**src/rtl/linear_probe_hash_table_assert.svh**
```systemverilog
// Assertion macros for the linear probe hash table.
// Used by the controller and the top level; no other dependencies.
`ifndef LINEAR_PROBE_HASH_TABLE_ASSERT_SVH
`define LINEAR_PROBE_HASH_TABLE_ASSERT_SVH
`ifndef SYNTH
`define LPHT_ASSERT(label, clk, rst_n, prop) \
	label: assert property (@(posedge clk) disable iff (!rst_n) prop) else $error("%m failed");
`define LPHT_ASSERT_NEXT(label, clk, rst_n, a, b) \
	label: assert property (@(posedge clk) disable iff (!rst_n) (a) |=> (b)) else $error("%m failed");
`else
`define LPHT_ASSERT(label, clk, rst_n, prop)
`define LPHT_ASSERT_NEXT(label, clk, rst_n, a, b)
`endif
`endif

```
**src/rtl/lpht_pkg.sv**
```systemverilog
// Shared constants and types of the linear probe hash table.
// No dependencies.
package lpht_pkg;
	localparam int Capacity   = 16384;
	localparam int SlotBits   = $clog2(Capacity);
	localparam int KeyBytes   = 8;
	localparam int KeyBits    = 8 * KeyBytes;
	localparam int LenBits    = 4;
	localparam int HandleBits = 16;
	localparam int CountBits  = 15;
	localparam int MetaBits   = 1 + LenBits + HandleBits;

	localparam logic [1:0] FUNC_INSERT = 2'd0;
	localparam logic [1:0] FUNC_FIND   = 2'd1;
	localparam logic [1:0] FUNC_ERASE  = 2'd2;

	localparam logic [1:0] ST_OK       = 2'd0;
	localparam logic [1:0] ST_NOTFOUND = 2'd1;
	localparam logic [1:0] ST_FULL     = 2'd2;

	typedef struct packed {
		logic             init;
		logic             start;
		logic             hash_step;
		logic             load_home;
		logic             rd;
		logic             adv;
		logic             wr_new;
		logic             wr_clear;
		logic             wr_place;
		logic             take_entry;
		logic             load_nx;
		logic             cnt_inc;
		logic             cnt_dec;
		logic             set_res;
		logic [1:0]       res_status;
		logic             res_found;
	} lpht_cmd_t;

	typedef struct packed {
		logic hash_done;
		logic slot_valid;
		logic slot_match;
		logic wrap;
		logic nx_wrap;
		logic at_limit;
		logic ptr_last;
	} lpht_stat_t;
endpackage

```
**src/rtl/lpht_ctrl.sv**
```systemverilog
// Controller state machine of the linear probe hash table.
// Depends on lpht_pkg and the assertion macro header.
`include "linear_probe_hash_table_assert.svh"
module lpht_ctrl (
	input  logic                  clk,
	input  logic                  arst_n,
	input  logic                  in_fire,
	input  logic [1:0]            func,
	input  logic                  res_free,
	output logic                  busy,
	output logic                  res_load,
	output lpht_pkg::lpht_cmd_t   cmd,
	input  lpht_pkg::lpht_stat_t  stat
);
	import lpht_pkg::*;

	localparam logic [3:0] S_IDLE  = 4'd0;
	localparam logic [3:0] S_HASH  = 4'd1;
	localparam logic [3:0] S_HOME  = 4'd2;
	localparam logic [3:0] S_RD    = 4'd3;
	localparam logic [3:0] S_CHK   = 4'd4;
	localparam logic [3:0] S_NXRD  = 4'd5;
	localparam logic [3:0] S_NXCHK = 4'd6;
	localparam logic [3:0] S_RHASH = 4'd7;
	localparam logic [3:0] S_RHOME = 4'd8;
	localparam logic [3:0] S_RRD   = 4'd9;
	localparam logic [3:0] S_RCHK  = 4'd10;
	localparam logic [3:0] S_DONE  = 4'd11;
	localparam logic [3:0] S_INIT  = 4'd12;

	logic [3:0] state_q;
	logic [3:0] state_d;
	logic [1:0] func_q;

	always_ff @(posedge clk or negedge arst_n) begin
		if (!arst_n) begin
			state_q <= S_INIT;
			func_q  <= FUNC_INSERT;
		end else begin
			state_q <= state_d;
			if (in_fire) func_q <= func;
		end
	end

	assign busy = (state_q != S_IDLE);

	always_comb begin
		state_d  = state_q;
		cmd      = '0;
		res_load = 1'b0;
		case (state_q)
			S_INIT: begin
				cmd.init = 1'b1;
				cmd.adv  = 1'b1;
				if (stat.ptr_last) state_d = S_IDLE;
			end
			S_IDLE: begin
				if (in_fire) begin
					cmd.start = 1'b1;
					state_d   = S_HASH;
				end
			end
			S_HASH: begin
				if (stat.hash_done) state_d = S_HOME;
				else cmd.hash_step = 1'b1;
			end
			S_HOME: begin
				cmd.load_home = 1'b1;
				state_d = S_RD;
			end
			S_RD: begin
				cmd.rd  = 1'b1;
				state_d = S_CHK;
			end
			S_CHK: begin
				cmd.set_res = 1'b1;
				state_d     = S_DONE;
				if (stat.slot_match) begin
					case (func_q)
						FUNC_INSERT: cmd.wr_new = 1'b1;
						FUNC_FIND:   cmd.res_found = 1'b1;
						FUNC_ERASE: begin
							cmd.wr_clear = 1'b1;
							cmd.cnt_dec  = 1'b1;
							state_d      = S_NXRD;
						end
						default: cmd.res_status = ST_NOTFOUND;
					endcase
					cmd.load_nx = 1'b0;
				end else if (!stat.slot_valid) begin
					if (func_q == FUNC_INSERT) begin
						if (stat.at_limit) cmd.res_status = ST_FULL;
						else begin
							cmd.wr_new  = 1'b1;
							cmd.cnt_inc = 1'b1;
						end
					end else cmd.res_status = ST_NOTFOUND;
				end else if (stat.wrap) begin
					cmd.res_status = (func_q == FUNC_INSERT) ? ST_FULL : ST_NOTFOUND;
				end else begin
					cmd.set_res = 1'b0;
					cmd.adv     = 1'b1;
					state_d     = S_RD;
				end
			end
			S_NXRD: begin
				if (stat.nx_wrap) state_d = S_DONE;
				else begin
					cmd.load_nx = 1'b1;
					state_d     = S_NXCHK;
				end
			end
			S_NXCHK: begin
				cmd.rd  = 1'b1;
				state_d = S_RHASH;
			end
			S_RHASH: begin
				if (!stat.slot_valid) state_d = S_DONE;
				else begin
					cmd.take_entry = 1'b1;
					state_d        = S_RHOME;
				end
			end
			S_RHOME: begin
				if (stat.hash_done) begin
					cmd.load_home = 1'b1;
					state_d       = S_RRD;
				end else cmd.hash_step = 1'b1;
			end
			S_RRD: begin
				cmd.rd  = 1'b1;
				state_d = S_RCHK;
			end
			S_RCHK: begin
				if (!stat.slot_valid) begin
					cmd.wr_place = 1'b1;
					state_d      = S_NXRD;
				end else if (stat.wrap) state_d = S_NXRD;
				else begin
					cmd.adv = 1'b1;
					state_d = S_RRD;
				end
			end
			S_DONE: begin
				if (res_free) begin
					res_load = 1'b1;
					state_d  = S_IDLE;
				end
			end
			default: state_d = S_IDLE;
		endcase
	end

	`LPHT_ASSERT_NEXT(a_start_leaves_idle, clk, arst_n, in_fire, state_q == S_HASH)
	`LPHT_ASSERT(a_no_fire_busy, clk, arst_n, busy |-> !in_fire)
	`LPHT_ASSERT(a_one_write, clk, arst_n, $onehot0({cmd.wr_new, cmd.wr_clear, cmd.wr_place}))
	`LPHT_ASSERT(a_count_dir, clk, arst_n, !(cmd.cnt_inc && cmd.cnt_dec))
endmodule

```
**config.mk**
```make
export PLATFORM = sky130hd
export DESIGN_NAME = lpht_ctrl
export DESIGN_NICKNAME = d
export VERILOG_FILES = /design/src/rtl/lpht_pkg.sv /design/src/rtl/lpht_ctrl.sv
export VERILOG_INCLUDE_DIRS = /design/src /design/src/rtl
export SDC_FILE = /design/constraint.sdc
export NUM_CORES = 1
export LEC_CHECK = 0
export BUFFER_PORTS_ARGS = -buffer_cell sky130_fd_sc_hd__buf_2
export CORE_ASPECT_RATIO = 1.2
export CORE_UTILIZATION = 25
export CTS_CLUSTER_DIAMETER = 50
export DETAILED_ROUTE_END_ITERATION = 10
export GPL_TIMING_DRIVEN = 0
export PLACE_DENSITY = 0.53
export SETUP_SLACK_MARGIN = 0.05
export SYNTH_ARGS = -nofsm -noshare
export SYNTH_HDL_FRONTEND = slang
export SYNTH_SLANG_ARGS = --single-unit
```
**constraint.sdc**
```tcl
create_clock -name clk -period 1.9 [get_ports clk]
set_clock_uncertainty 0.2 [all_clocks]
set_input_delay 0.285 -clock clk [delete_from_list [all_inputs] [get_ports clk]]
set_output_delay 0.285 -clock clk [all_outputs]
set_load 0.01 [all_outputs]
```
==> flow_metrics.env, run 1 <==
export IMPL_outcome="complete, but fails checks"
export IMPL_violations="setup timing"
export IMPL_grtUsageTotal_pct=14.7
export IMPL_drc=0
export IMPL_worstPathRequired_ns=1.41
export IMPL_synth_simple_area_share_pct=42.0
export IMPL_antenna_found_initial=0
export IMPL_dp_slack_ns=-0.279
export IMPL_grt_pass1_vias=759
export IMPL_die_h_um=58.9
export IMPL_num_fill_cells=282
export IMPL_core_area_sq_mm=0.00255
export IMPL_power_density_mw_per_mm2=1180
export IMPL_clock_latency_ns=0.25
export IMPL_cts_sinks=6
export IMPL_crit_slowest_cell="dfstp_2"
export IMPL_final_max_slew_viol_count=0
export IMPL_mostFrequentLayoutCells="buf_2, buf_4"
export IMPL_nNetsFinal=148
export IMPL_htree_levels=1
export IMPL_synth_fp_nets=105
export IMPL_place_gp_congestion=0.834
export IMPL_first_pass_iters=4
export IMPL_grt_overflow_total=0
export IMPL_synthAdderAreaFrac_pct=0
export IMPL_synth_mux_area_share_pct=5.00
export IMPL_final_core_util_pct=42.1
export IMPL_tightest_slew_ns=0.468
export IMPL_final_cells=166
export IMPL_synth_cell_area_sq_um=676
export IMPL_final_area_sq_mm=0.00107
export IMPL_ant_nets=0
export IMPL_fin_crit_sh_pct=127
export IMPL_crit_arrival_ns=1.92
export IMPL_ys_seq_elements=6
export IMPL_viasPerCell=5.11
export IMPL_grt_start_max_net_pins=11
export IMPL_vdd_ir_drop_max_mv=0.784
export IMPL_cp_max_fo=3
export IMPL_synth_compound_area_share_pct=19.8
export IMPL_hold_viol_final=0
export IMPL_diodes=0
export IMPL_vias=848
export IMPL_die_w_um=49.5
export IMPL_fmax_ghz=0.416
export IMPL_dp_hpwl_um=1550
export IMPL_syn_inst=92
export IMPL_setup_viol=18
export IMPL_placed_cells=154
export IMPL_port_buffers=29
export IMPL_tritoncts="yes"
export IMPL_ctsLongestPathBuffers=2
export IMPL_min_period_ns=2.41
export IMPL_rows=20
export IMPL_ys_types=37
export IMPL_rsz0062_at_grt="true"
export IMPL_p_leak_nw=0.497
export IMPL_syn_to_final_growth_pct=58.9
export IMPL_cap_violations=0
export IMPL_setup_ws_ns=-0.506
export IMPL_critPathMaxStageDelay_ns=0.52
export IMPL_num_io_pins=32
export IMPL_start_kind="register"
export IMPL_drive_gt1_share_pct=51.1
export IMPL_clk_transition_reported_paths_ns=0.05
export IMPL_final_common_cell="buf_2"
export IMPL_ys_warn_count=0
export IMPL_hold_slack_ns=0.0702
export IMPL_cp_end_kind="primary output"
export IMPL_crit_path_cell_trace="or4b_4 > or3_4 > nor4_4 > buf_2"
export IMPL_max_slew_margin_pct=68.8
export IMPL_syn_area_per_cell_sq_um=7.34
export IMPL_grt_pass1_wl_um=3350
export IMPL_hp_class="in2reg"
export IMPL_drt_iter0_drc=16
export IMPL_routed_wirelength_um=2090
export IMPL_placement_cell_area_sq_um=890
export IMPL_wl_per_cell_um=12.6
export IMPL_synth_xor_area_share_pct=2.59
export IMPL_die_area_sq_mm=0.00292
export IMPL_synth_top_family_by_area="simple AND/OR/NAND/NOR gates"
export IMPL_yosysSeqAreaShare_pct=22.6
export IMPL_worstSetupPathType="reg2out"
export IMPL_clockRootBuffer="clkbuf_4"
export IMPL_initial_core_util_pct=26.5
export IMPL_numCtsBuffers=3
worst max-delay path, delay by kind of cell (launching register included):
family                 cells  cell delay, ns
AND/OR/NAND/NOR            3            0.98
flip-flops                 1            0.52
buffers and inverters      1            0.17
registers in the layout (all words and copies together), names as in the netlist:
register  count
func_q        2
state_q       4
path summary, 6_finish.rpt:
kind | startpoint | endpoint | slack (ns) | cells after the start
worst max register to register | state_q[2] | state_q[3] | -0.05 | 7
worst min-delay path | func[0] | func_q[0] | 0.07 | 2
worst max-delay path | state_q[2] | cmd[2] | -0.51 | 4
min in group asynchronous | arst_n | func_q[0] | 0.18 | 2
max in group asynchronous | arst_n | state_q[3] | 1.09 | 2
worst min register to register | func_q[0] | func_q[0] | 0.42 | 1
synthesized netlist by cell type:
library cell	count	area share, %
nor2_1	9	5.0
clkbuf_1	7	3.9
nand2_1	7	3.9
nor3_1	6	4.4
o21ai_0	6	4.4
a21oi_1	4	3.0
dfrtp_1	4	15
inv_1	4	2.2
a21boi_0	3	3.3
mux2_2	3	5.0
nand3_1	3	2.2
nor2b_1	3	2.8
o22ai_1	3	2.8
and3_1	2	1.9
dfstp_2	2	7.8
nand2b_1	2	1.9
nand3b_1	2	2.2
nor4_2	2	3.7
o2bb2ai_1	2	2.6
a211oi_1	1	1.1
a22oi_1	1	1.1
and2_1	1	0.93
and3b_1	1	1.3
and4b_1	1	1.5
buf_2	1	0.74
buf_4	1	1.1
nand4_1	1	0.93
nor3b_1	1	1.1
nor4b_1	1	1.3
o32a_1	1	1.5
or3_1	1	0.93
or3_4	1	1.7
or3b_2	1	1.3
or4_1	1	1.1
or4b_4	1	2.0
xnor2_1	1	1.3
xor2_1	1	1.3
logic make-up after synthesis:
logic type                Yosys count
xor gates and xnor gates            2
buffers and inverters              13
DFF                                 6
and+or+nand+nor                    47
AOI/OAI and AO/OA                  21
muxes                               3
report_power, final:
part,leakage [nW],internal (W),switching (W)
Sequential,0.0677,0.000184,0.0000398
Combinational,0.415,0.000435,0.000485
Clock,0.0138,0.0000715,0.0000473
Total,0.497,0.000690,0.000572
metrics by stage:
step | total power [W] | TNS [ns]
2_1_floorplan | 0.000733 | -0.358
3_3_place_gp | 0.000934 | -1.54
3_5_place_dp | 0.000942 | -1.55
4_1_cts | 0.00109 | -6.32
5_1_grt | 0.00136 | -5.59
6_report | 0.00126 | -4.38
repair_timing:
item,in CTS,in global routing
buffers inserted,1,7
resized for setup,6,29
hold buffers,1,0
setup endpoints to repair,22,23
endpoints found under the hold margin,6,0
pin swaps,0,2
routing by layer:
| layer | vias to the layer above | global-route usage, % | routed length (um) |
|---|---|---|---|
| li1 | 418 | - | - |
| met1 | 400 | 18.8 | 969 |
| met2 | 30 | 25.6 | 1000 |
| met3 | 0 | 2.84 | 122 |
| met4 | 0 | 3.27 | 0 |
| met5 | - | 0 | 0 |
final cells by class:
| cell class | count | area, sq um | area share (%) |
|---|---|---|---|
| flip-flops and latches | 6 | 153 | 14.2 |
| repair buffers | 38 | 238 | 22.1 |
| plain buffers | 9 | 62.6 | 5.83 |
| inverters | 4 | 15.0 | 1.40 |
| multi-input cells | 73 | 542 | 50.5 |
| well taps | 33 | 41.3 | 3.85 |
| clock buffers | 3 | 22.5 | 2.10 |
Note: power is estimated with default switching activity, not from simulation.
==> run 2, diff against run 1 <==
- CORE_MARGIN: default -> 5
==> flow_metrics.env, run 2 (same netlist as run 1, synthesis figures left out) <==
export IMPL_grt_overflow_total=0
export IMPL_hp_class="in2reg"
export IMPL_wl_per_cell_um=14.4
export IMPL_port_buffers=29
export IMPL_report_power_total_w=0.00154
export IMPL_tritoncts="yes"
export IMPL_dp_hpwl_um=1650
export IMPL_vdd_ir_drop_max_mv=0.463
export IMPL_viasPerCell=5.10
export IMPL_vias=887
export IMPL_grt_start_max_net_pins=11
export IMPL_mostFrequentLayoutCells="buf_2, buf_6, buf_4"
export IMPL_grt_pass1_wl_um=3890
export IMPL_drive_gt1_share_pct=63.8
export IMPL_first_pass_iters=4
export IMPL_r2r_slack_ns=-0.10
export IMPL_htree_levels=1
export IMPL_antenna_found_initial=0
export IMPL_num_io_pins=32
export IMPL_min_period_ns=2.37
export IMPL_place_gp_congestion=0.804
export IMPL_nNetsFinal=156
export IMPL_drt_iter0_drc=9
export IMPL_rows=20
export IMPL_violations="setup timing"
export IMPL_cp_max_fo=3
export IMPL_tightest_slew_ns=0.508
export IMPL_fmax_ghz=0.421
export IMPL_rsz0062_at_grt="true"
export IMPL_crit_slowest_cell="dfstp_2"
export IMPL_worstPathRequired_ns=1.41
export IMPL_hold_viol_final=0
export IMPL_placed_cells=154
export IMPL_max_slew_margin_pct=66.2
export IMPL_final_area_sq_mm=0.00127
export IMPL_die_w_um=57.5
export IMPL_power_density_mw_per_mm2=1210
export IMPL_fin_crit_sh_pct=125
export IMPL_initial_core_util_pct=26.2
export IMPL_final_common_cell="buf_2"
export IMPL_clk_transition_reported_paths_ns=0.04
export IMPL_placement_cell_area_sq_um=890
export IMPL_p_leak_nw=0.561
export IMPL_die_area_sq_mm=0.00385
export IMPL_outcome="complete, but fails checks"
export IMPL_syn_to_final_growth_pct=88.0
export IMPL_drc=0
export IMPL_cap_violations=0
export IMPL_diodes=0
export IMPL_start_kind="register"
export IMPL_hold_slack_ns=0.0866
export IMPL_clockRootBuffer="clkbuf_4"
export IMPL_die_h_um=66.9
export IMPL_ant_nets=0
export IMPL_reg_top3="state_q (4), func_q (2)"
export IMPL_cts_sinks=6
export IMPL_core_area_sq_mm=0.00258
export IMPL_grtUsageTotal_pct=12.5
export IMPL_grt_pass1_vias=854
export IMPL_final_max_slew_viol_count=0
export IMPL_crit_path_cell_trace="or4b_4 > or3_4 > nor4_4 > buf_2"
export IMPL_crit_arrival_ns=1.89
export IMPL_setup_ws_ns=-0.475
export IMPL_largest_register="state_q"
export IMPL_cp_end_kind="primary output"
export IMPL_numCtsBuffers=3
export IMPL_critPathMaxStageDelay_ns=0.52
export IMPL_worstSetupPathType="reg2out"
export IMPL_final_cells=174
export IMPL_largest_reg_flops=4
export IMPL_setup_viol=19
export IMPL_clock_latency_ns=0.24
export IMPL_ctsLongestPathBuffers=2
export IMPL_routed_wirelength_um=2510
[run 2: cell types whose count changed in the layout (fill, tap and decap cells not counted), moves of 2 or more]
cell and change:
buf_2 -3, buf_4 +2, buf_6 +7, buf_8 +2, dfrtp_1 -2, dfrtp_2 +2
nor2b_1 -2, nor3_1 -2, nor3_2 +2, o21ai_0 -5, o21ai_1 +3, o21ai_2 +2
[run 2: worst paths after layout]
check,from,end,depth (start not counted)
setup / recovery,state_q[2],cmd[5],4
hold / removal,func[0],func_q[0],2
setup reg to reg,state_q[2],state_q[3],7
hold reg to reg,func_q[0],func_q[0],1
max in group asynchronous,arst_n,state_q[3],2
min in group asynchronous,arst_n,func_q[1],2
[run 2: stage by stage]
step                util, %  TNS (ns)  setup slack (ns)
floorplan                 -    -0.358            -0.129
global placement       34.5     -1.47            -0.270
detailed placement     34.5     -1.39            -0.285
CTS                    43.6     -4.21            -0.492
global route           49.3     -5.29            -0.550
finish                 49.3     -4.04            -0.475
[run 2: area by class of cell]
type,instances,area [sq um]
Buffer,8,95.1
Timing Repair Buffer,47,340
Sequential cell,6,155
Multi-Input combinational cell,73,601
Fill cell,246,1310
Clock buffer,3,22.5
Tap cell,33,41.3
Inverter,4,15.0
[run 2: where the power goes]
| part | total, W | switching, W | leakage (nW) | internal (W) |
|---|---|---|---|---|
| clock network | 0.000111 | 0.0000401 | 0.0138 | 0.0000711 |
| logic | 0.00120 | 0.000579 | 0.482 | 0.000620 |
| registers | 0.000230 | 0.0000417 | 0.0657 | 0.000188 |
[run 2: what timing repair did]
action,CTS,global route
resized for setup,39,28
buffers inserted,7,10
pin swaps,9,11
gates cloned,0,0
hold buffers,1,0
endpoints found under the hold margin,6,0
setup endpoints to repair,22,22
[run 2: metal layers]
metal	vias up	share of wire (%)	GRT usage (%)
met1	423	42	15.7
li1	438	-	-
met5	-	0	0
met4	0	0.48	3.48
met3	2	5.8	3.49
met2	24	52	20.6
[run 2: critical path: cells and delay by family (launching register included)]
kind          cells  cell delay [ns]
simple gates      3             0.97
flops             1             0.52
buf+inv           1             0.16
